### config.mk
export PLATFORM = sky130hd
export DESIGN_NAME = sprite_frame_sequencer_unit
export DESIGN_NICKNAME = d
export VERILOG_FILES = /design/src/design/sfs_pkg.sv /design/src/design/sfs_div.sv /design/src/design/sprite_frame_sequencer_unit.sv
export SDC_FILE = /design/constraint.sdc
export NUM_CORES = 1
export LEC_CHECK = 0
export ABC_CLOCK_PERIOD_IN_PS = 3850
export BUFFER_PORTS_ARGS = -buffer_cell sky130_fd_sc_hd__clkbuf_2
export CORE_MARGIN = 3
export CORE_UTILIZATION = 50
export CTS_CLUSTER_SIZE = 10
export DETAILED_ROUTE_END_ITERATION = 10
export PLACE_DENSITY = 0.75
export SLEW_MARGIN = 10
export SYNTH_ARGS = -nofsm -noshare
export SYNTH_HDL_FRONTEND = slang
export SYNTH_SLANG_ARGS = --single-unit
### constraint.sdc
create_clock -name aclk -period 3.85 [get_ports aclk]
set_clock_uncertainty 0.2 [all_clocks]
set_input_delay 0.77 -clock aclk [delete_from_list [all_inputs] [get_ports aclk]]
set_output_delay 0.77 -clock aclk [all_outputs]
set_load 0.05 [all_outputs]
### src/design/sfs_pkg.sv
package sfs_pkg;

    // default tile size in texels
    localparam int TILE_WIDTH_DEF  = 32;
    localparam int TILE_HEIGHT_DEF = 32;

    // configuration register indexes
    localparam int CFG_IDX_W = 3;
    localparam logic [CFG_IDX_W-1:0] CFG_FRAME_PERIOD = 3'd0;
    localparam logic [CFG_IDX_W-1:0] CFG_LOOP_ENABLE  = 3'd1;
    localparam logic [CFG_IDX_W-1:0] CFG_FRAME_COUNT  = 3'd2;
    localparam logic [CFG_IDX_W-1:0] CFG_RANGE_FIRST  = 3'd3;
    localparam logic [CFG_IDX_W-1:0] CFG_RANGE_LAST   = 3'd4;
    localparam logic [CFG_IDX_W-1:0] CFG_GRID_COLUMNS = 3'd5;
    localparam logic [CFG_IDX_W-1:0] CFG_GRID_ROWS    = 3'd6;

    // field widths
    localparam int CFG_DATA_W = 9;
    localparam int FRAME_W    = 8;
    localparam int TEXEL_W    = 16;

    // sequencer states
    typedef enum logic [1:0] {
        ST_IDLE,
        ST_DIV,
        ST_OUT
    } seq_state_t;

endpackage

### src/design/sfs_div.sv
module sfs_div
    import sfs_pkg::*;
(
    input  logic                  aclk,
    input  logic                  aresetn,
    input  logic                  start,
    input  logic [FRAME_W-1:0]    dividend,
    input  logic [CFG_DATA_W-1:0] divisor,
    output logic                  done,
    output logic [FRAME_W-1:0]    quotient,
    output logic [FRAME_W-1:0]    remainder
);

    localparam int StepW = $clog2(FRAME_W);

    logic                  busy_reg, busy_next;
    logic                  done_reg, done_next;
    logic [StepW-1:0]      step_reg, step_next;
    logic [CFG_DATA_W-1:0] rem_reg, rem_next;
    logic [FRAME_W-1:0]    quo_reg, quo_next;
    logic [CFG_DATA_W:0]   trial;
    logic [CFG_DATA_W:0]   diff;
    logic                  fits;

    // one restoring step: shift in the next dividend bit and try the subtract
    always_comb begin
        trial = {rem_reg, quo_reg[FRAME_W-1]};
        diff  = trial - {1'b0, divisor};
        fits  = (trial >= {1'b0, divisor});
    end

    // step sequencing
    always_comb begin
        busy_next = busy_reg;
        done_next = 1'b0;
        step_next = step_reg;
        rem_next  = rem_reg;
        quo_next  = quo_reg;
        if (start) begin
            busy_next = 1'b1;
            step_next = StepW'(FRAME_W - 1);
            rem_next  = '0;
            quo_next  = dividend;
        end else if (busy_reg) begin
            rem_next = fits ? diff[CFG_DATA_W-1:0] : trial[CFG_DATA_W-1:0];
            quo_next = {quo_reg[FRAME_W-2:0], fits};
            step_next = step_reg - 1'b1;
            if (step_reg == '0) begin
                busy_next = 1'b0;
                done_next = 1'b1;
            end
        end
    end

    always_ff @(posedge aclk) begin
        if (!aresetn) begin
            busy_reg <= 1'b0;
            done_reg <= 1'b0;
            step_reg <= '0;
        end else begin
            busy_reg <= busy_next;
            done_reg <= done_next;
            step_reg <= step_next;
        end
    end

    // datapath registers
    always_ff @(posedge aclk) begin
        rem_reg <= rem_next;
        quo_reg <= quo_next;
    end

    assign done      = done_reg;
    assign quotient  = quo_reg;
    assign remainder = rem_reg[FRAME_W-1:0];

endmodule

### src/design/sprite_frame_sequencer_unit.sv
// an accepted tick word runs through the 8-step restoring divider, which splits
// the frame index into grid column and row, and then waits in ST_OUT for the
// result register; no new tick word is taken until the result is loaded
// the result register lets the next tick be accepted while a result waits
// reset: synchronous active-low aresetn clears counter, frame, done flag and
// handshake state, and loads the configuration register defaults
module sprite_frame_sequencer_unit
    import sfs_pkg::*;
#(
    parameter int TILE_WIDTH  = TILE_WIDTH_DEF,
    parameter int TILE_HEIGHT = TILE_HEIGHT_DEF
) (
    input  logic                  aclk,
    input  logic                  aresetn,
    // configuration write channel
    input  logic                  cfg_valid,
    output logic                  cfg_ready,
    input  logic [CFG_IDX_W-1:0]  cfg_index,
    input  logic [CFG_DATA_W-1:0] cfg_data,
    // tick channel
    input  logic                  s_valid,
    output logic                  s_ready,
    input  logic                  s_tick_valid,
    // result channel
    output logic                  m_valid,
    input  logic                  m_ready,
    output logic [FRAME_W-1:0]    m_frame_index,
    output logic                  m_done_flag,
    output logic [TEXEL_W-1:0]    m_texel_x,
    output logic [TEXEL_W-1:0]    m_texel_y
);

    localparam int TileSzW = CFG_DATA_W;
    localparam int ProdW   = FRAME_W + TileSzW;
    localparam logic [TileSzW-1:0] TileW = TileSzW'(TILE_WIDTH);
    localparam logic [TileSzW-1:0] TileH = TileSzW'(TILE_HEIGHT);

    // configuration registers
    logic signed [CFG_DATA_W-1:0] frame_period_reg;
    logic                         loop_enable_reg;
    logic [CFG_DATA_W-1:0]        frame_count_reg;
    logic signed [CFG_DATA_W-1:0] range_first_reg;
    logic signed [CFG_DATA_W-1:0] range_last_reg;
    logic [CFG_DATA_W-1:0]        grid_columns_reg;
    logic [CFG_DATA_W-1:0]        grid_rows_reg;

    // animation state
    logic [FRAME_W-1:0] tick_counter_reg, tick_counter_next;
    logic [FRAME_W-1:0] frame_reg, frame_next;
    logic               done_reg, done_next;

    // sequencer and result register
    seq_state_t         state_reg, state_next;
    logic               m_valid_reg, m_valid_next;
    logic [FRAME_W-1:0] m_frame_reg;
    logic               m_done_reg;
    logic [TEXEL_W-1:0] m_tx_reg, m_ty_reg;

    logic               s_accept;
    logic               out_load;
    logic               div_done;
    logic [FRAME_W-1:0] div_quo, div_rem;

    // frame step signals
    logic                   running;
    logic [FRAME_W:0]       tick_inc;
    logic                   ranged;
    logic signed [9:0]      last_raw, last_sat, cur_s, cur_inc, start_s, adv_frame;
    logic                   adv_done;
    logic                   in_grid;
    logic [ProdW-1:0]       prod_x, prod_y;

    assign cfg_ready = 1'b1;
    assign s_accept  = s_valid && s_ready;

    // configuration writes
    always_ff @(posedge aclk) begin
        if (!aresetn) begin
            frame_period_reg <= '0;
            loop_enable_reg  <= 1'b0;
            frame_count_reg  <= '0;
            range_first_reg  <= '1;
            range_last_reg   <= '1;
            grid_columns_reg <= CFG_DATA_W'(1);
            grid_rows_reg    <= CFG_DATA_W'(1);
        end else if (cfg_valid && cfg_ready) begin
            unique case (cfg_index)
                CFG_FRAME_PERIOD: frame_period_reg <= cfg_data;
                CFG_LOOP_ENABLE:  loop_enable_reg  <= cfg_data[0];
                CFG_FRAME_COUNT:  frame_count_reg  <= cfg_data;
                CFG_RANGE_FIRST:  range_first_reg  <= cfg_data;
                CFG_RANGE_LAST:   range_last_reg   <= cfg_data;
                CFG_GRID_COLUMNS: grid_columns_reg <= cfg_data;
                CFG_GRID_ROWS:    grid_rows_reg    <= cfg_data;
                default: ;
            endcase
        end
    end

    // frame advance: start, saturated last frame, loop wrap or one-shot clamp
    always_comb begin
        ranged   = !range_first_reg[CFG_DATA_W-1] && !range_last_reg[CFG_DATA_W-1];
        start_s  = ranged ? {2'b00, range_first_reg[FRAME_W-1:0]} : '0;
        last_raw = ranged ? {2'b00, range_last_reg[FRAME_W-1:0]}
                          : $signed({1'b0, frame_count_reg}) - 10'sd1;
        last_sat = (last_raw > 10'sd255) ? 10'sd255 : last_raw;
        cur_s    = {2'b00, frame_reg};
        cur_inc  = cur_s + 10'sd1;
        adv_done = 1'b0;
        if (loop_enable_reg) begin
            adv_frame = (last_sat <= cur_s) ? start_s : cur_inc;
            adv_done  = (adv_frame == start_s);
        end else begin
            adv_frame = cur_inc;
            if (last_sat < cur_inc) begin
                adv_frame = last_sat[9] ? 10'sd0 : last_sat;
                adv_done  = 1'b1;
            end
        end
    end

    // prescaler and state update on an accepted tick word
    always_comb begin
        running  = s_tick_valid && !frame_period_reg[CFG_DATA_W-1]
                   && !(!loop_enable_reg && done_reg);
        tick_inc = {1'b0, tick_counter_reg} + 1'b1;
        tick_counter_next = tick_counter_reg;
        frame_next        = frame_reg;
        done_next         = done_reg;
        if (s_accept && running) begin
            if (tick_inc < {1'b0, frame_period_reg[FRAME_W-1:0]}) begin
                tick_counter_next = tick_inc[FRAME_W-1:0];
                done_next         = 1'b0;
            end else begin
                tick_counter_next = '0;
                frame_next        = adv_frame[FRAME_W-1:0];
                done_next         = adv_done;
            end
        end
    end

    always_ff @(posedge aclk) begin
        if (!aresetn) begin
            tick_counter_reg <= '0;
            frame_reg        <= '0;
            done_reg         <= 1'b0;
        end else begin
            tick_counter_reg <= tick_counter_next;
            frame_reg        <= frame_next;
            done_reg         <= done_next;
        end
    end

    // frame index split into column (remainder) and row (quotient)
    sfs_div u_div (
        .aclk      (aclk),
        .aresetn   (aresetn),
        .start     (s_accept),
        .dividend  (frame_next),
        .divisor   (grid_columns_reg),
        .done      (div_done),
        .quotient  (div_quo),
        .remainder (div_rem)
    );

    // sequencer next state
    always_comb begin
        state_next = state_reg;
        unique case (state_reg)
            ST_IDLE: if (s_accept) state_next = ST_DIV;
            ST_DIV:  if (div_done) state_next = ST_OUT;
            ST_OUT:  if (out_load) state_next = ST_IDLE;
            default: state_next = ST_IDLE;
        endcase
    end

    // sequencer outputs
    always_comb begin
        s_ready  = (state_reg == ST_IDLE);
        out_load = (state_reg == ST_OUT) && (!m_valid_reg || m_ready);
    end

    always_ff @(posedge aclk) begin
        if (!aresetn) begin
            state_reg <= ST_IDLE;
        end else begin
            state_reg <= state_next;
        end
    end

    // tile origin: frame beyond the grid or zero columns gives zero, row below rows means inside
    always_comb begin
        in_grid = (grid_columns_reg != '0) && ({1'b0, div_quo} < grid_rows_reg);
        prod_x  = {{TileSzW{1'b0}}, div_rem} * {{FRAME_W{1'b0}}, TileW};
        prod_y  = {{TileSzW{1'b0}}, div_quo} * {{FRAME_W{1'b0}}, TileH};
    end

    // result register
    always_comb begin
        m_valid_next = m_valid_reg;
        if (out_load) begin
            m_valid_next = 1'b1;
        end else if (m_valid_reg && m_ready) begin
            m_valid_next = 1'b0;
        end
    end

    always_ff @(posedge aclk) begin
        if (!aresetn) begin
            m_valid_reg <= 1'b0;
        end else begin
            m_valid_reg <= m_valid_next;
        end
    end

    always_ff @(posedge aclk) begin
        if (out_load) begin
            m_frame_reg <= frame_reg;
            m_done_reg  <= done_reg;
            m_tx_reg    <= in_grid ? prod_x[TEXEL_W-1:0] : '0;
            m_ty_reg    <= in_grid ? prod_y[TEXEL_W-1:0] : '0;
        end
    end

    assign m_valid       = m_valid_reg;
    assign m_frame_index = m_frame_reg;
    assign m_done_flag   = m_done_reg;
    assign m_texel_x     = m_tx_reg;
    assign m_texel_y     = m_ty_reg;

endmodule

==> impl_results.md <==
* Starting Density at 0.514
* Reg area at 0.00278 sq mm
* Startpoint types: flip-flop
* Critical path class: reg2reg
* Worst EP required at 3890 ps
* Final Hold Violating Endpoints at 0
* Design area at 0.00812 sq mm
* Routed vias/inst at 5.65
* Worst Path Buf+Inv at 3
* EDFF count, synth at 33
* Area Overhead vs Synth at 18.7%
* Ant. Diodes at 0
* Final setup viols at 1
* Multi-input combinational cell area at 0.00386 sq mm
* Sequential area share after synthesis at 0.405
* Synth warn at 0
* Overall Power at 0.00385 W
* Total track usage at 0.231
* CP max FO at 7
* Hpwl dp at 12100 um
* Root Buffer: clkbuf_16
* Post-synthesis adder-cell area fraction at 0.0853
* Cell count after synthesis at 814
* RSZ-0062 raised after global routing: yes
* Via Count at 6046
* Tmin final at 3900 ps
* Slew Viols, Final at 0
* Proportion of synthesized area in mux cells at 0.0254
* Cell Chain, Critical Path: inv_2 > ha_4 > or4b_4 > o41ai_4 > o311a_4 > a21oi_4 > ha_4 > nand4_1 > o21bai_1 > a31o_2 > a21oi_4 > buf_12 > buf_4 > mux2i_2 > a211oi_4 > a311oi_2
* Post-synthesis register bit count at 122
* Worst-Margin Slew at 934 ps
* Row count at 42
* Die H at 123 um
* Grt met1 use at 0.320
* Avg Inst Size Synth at 8.40 sq um
* GP Congestion at 0.955
* Dpl cells at 1036
* Fillers at 1119
* CP Capture Type: flip-flop
* Top FF cell, synth: dfxtp_1
* Post-route ant nets at 0
* Synth Area in XOR/XNOR at 0.0320
* Setup slack after layout at -51.3 ps
* Synthesized area at 0.00684 sq mm
* CP delay by family, top: compound AO/OA/AOI/OAI gates
* Synth Area in Simple Gates at 0.214
* Fraction of layout instances using a drive strength above 1 at 0.173
* Post-synthesis compound-gate area fraction at 0.173
* Synth top area cells: dfxtp_1 (26%), edfxtp_1 (14%), nand2_1 (8.3%)
* Hold Buf Count CTS at 0
* Core ar. at 0.0133 sq mm
* Main combinational cell family by area after synthesis: simple AND/OR/NAND/NOR gates
* Min-Delay Path Class: reg2reg
* Antenna violations before repair at 0
* CTS clk-pin slew, worst paths at 60 ps
* Largest stage delay, worst path at 470 ps
* Top cell type's share of synthesized area at 0.261
* First drt pass iteration count at 7
* DRC at 0
* Vias in the first global route at 5485
* Worst-Skew Late Latency at 420 ps
* Most Used Layer, Global Route: met2
* Global Route met2 Usage at 0.360
* Peak supply drop at 0.000272 V
* Routed WL per cell at 15.7 um
* Starting DRT DRC Count at 455
* # IOs at 62
* Most common cell in the netlist: nand2_1
* Final Net Count at 945
* Setup TNS at -51.3 ps
* WP data arrival at 3940 ps
* IO buf count at 44
* Peak Freq at 256 MHz
* Max_cap viols at 0
* Pin count of the biggest net entering global routing at 44
* Most frequent cells after synthesis: nand2_1 (151), dfxtp_1 (89), a21oi_1 (67)
* Die Footprint at 0.0151 sq mm
* Slew Limit Headroom at 0.376
* Clock Tree Buf Depth at 2
* TritonCTS clock tree: yes
* Total gr overflow at 0
* DRT Wirelength at 16800 um
* Placed cell area at 0.00744 sq mm
* Async SR Flop Fraction at 0
* First-pass GRT wire length at 27100 um
* Status: finished, violations left
* Post-synth top area cell: dfxtp_1
* Total CTS buffers at 17
* CTS Sinks at 122
* Crit-path slowest cell: or4b_4
* Failing checks: setup timing
* Leakage power at 3.17 nW
* GR met3 Demand/Resource at 0.0416
* Die width at 123 um
* H-tree lvl count at 4
* P per Cell Area at 475 mW/mm^2
* Final period utilization at 1.01
* Fin cells at 1070
* Synth unique cells at 63
where the power goes:
group | switching [W] | internal (W)
Combinational | 0.000522 | 0.000388
Sequential | 0.0000734 | 0.00140
Clock | 0.000586 | 0.000882
cells in the final DEF, fill, tap and decap left out, types with 8 or more instances in the layout:
| cell | netlist | routed |
|---|---|---|
| nand2_1 | 151 | 150 |
| dfxtp_1 | 89 | 87 |
| nor2_1 | 65 | 65 |
| a21oi_1 | 67 | 64 |
| nand3_1 | 45 | 45 |
| clkbuf_2 | 0 | 44 |
| inv_1 | 45 | 43 |
| ha_1 | 45 | 43 |
| buf_4 | 17 | 37 |
| edfxtp_1 | 33 | 33 |
| xnor2_1 | 21 | 21 |
| o21ai_0 | 19 | 19 |
| conb_1 | 2 | 17 |
| clkbuf_16 | 0 | 17 |
| nand2b_1 | 16 | 16 |
| a21boi_0 | 16 | 16 |
| mux2i_1 | 14 | 13 |
| nor3_1 | 12 | 12 |
| nand4_1 | 9 | 9 |
| a31oi_1 | 9 | 8 |
| a21o_1 | 8 | 8 |
through the flow:
stage          hold WS (ps)   util  setup WS (ps)
6_report                256  0.611          -51.3
5_1_grt                 271  0.611           -155
4_1_cts                 254  0.605           58.3
3_5_place_dp            243  0.559           -111
3_3_place_gp            239  0.559         -0.904
2_1_floorplan           229      -          -10.4
worst paths after layout:
| path | start | to | slack [ps] | depth (start not counted) |
|---|---|---|---|---|
| setup / recovery | frame_count_reg[1] | u_div.quotient[7] | -50 | 16 |
| hold / removal | frame_period_reg[0] | frame_period_reg[0] | 260 | 2 |
| setup reg to reg | frame_count_reg[1] | u_div.quotient[7] | -50 | 16 |
| hold reg to reg | frame_period_reg[0] | frame_period_reg[0] | 260 | 2 |
tightest hold or removal path: stages, from the launching register on:
cell     delay [ps]
dfxtp_1         300
nand2_1          50
a21oi_1          50
cell type report:
type                    instances  area share
inverters                      47      0.0217
flip-flops and latches        122       0.342
repair buffers                 83      0.0663
well taps                     176      0.0271
clock inverters                15      0.0159
clock buffers                  17      0.0524
multi-input cells             610       0.475
per-layer routing:
layer | share of wire | up-vias
met1 | 0.45 | 2847
met2 | 0.46 | 206
li1 | - | 2955
met4 | 0.022 | 0
met5 | 0 | -
met3 | 0.066 | 38
kinds of logic (layout without fill, tap and decap cells):
group                    count (synthesis)  in the layout
buffers and inverters                   97            162
other                                    2             17
AND/OR/NAND/NOR                        327            327
multiplexers                            17             17
flip-flops                             122            122
AO/OA/AOI/OAI                          178            178
XOR/XNOR                                25             25
adder cells (fa/ha/maj)                 46             46
timing repair:
action,CTS,global route
gates resized for setup,5,14
endpoints found under the setup margin,12,14
pin swaps,2,11
buffers inserted,1,1
gates cloned,0,0
(Power assumes the default switching activity.)
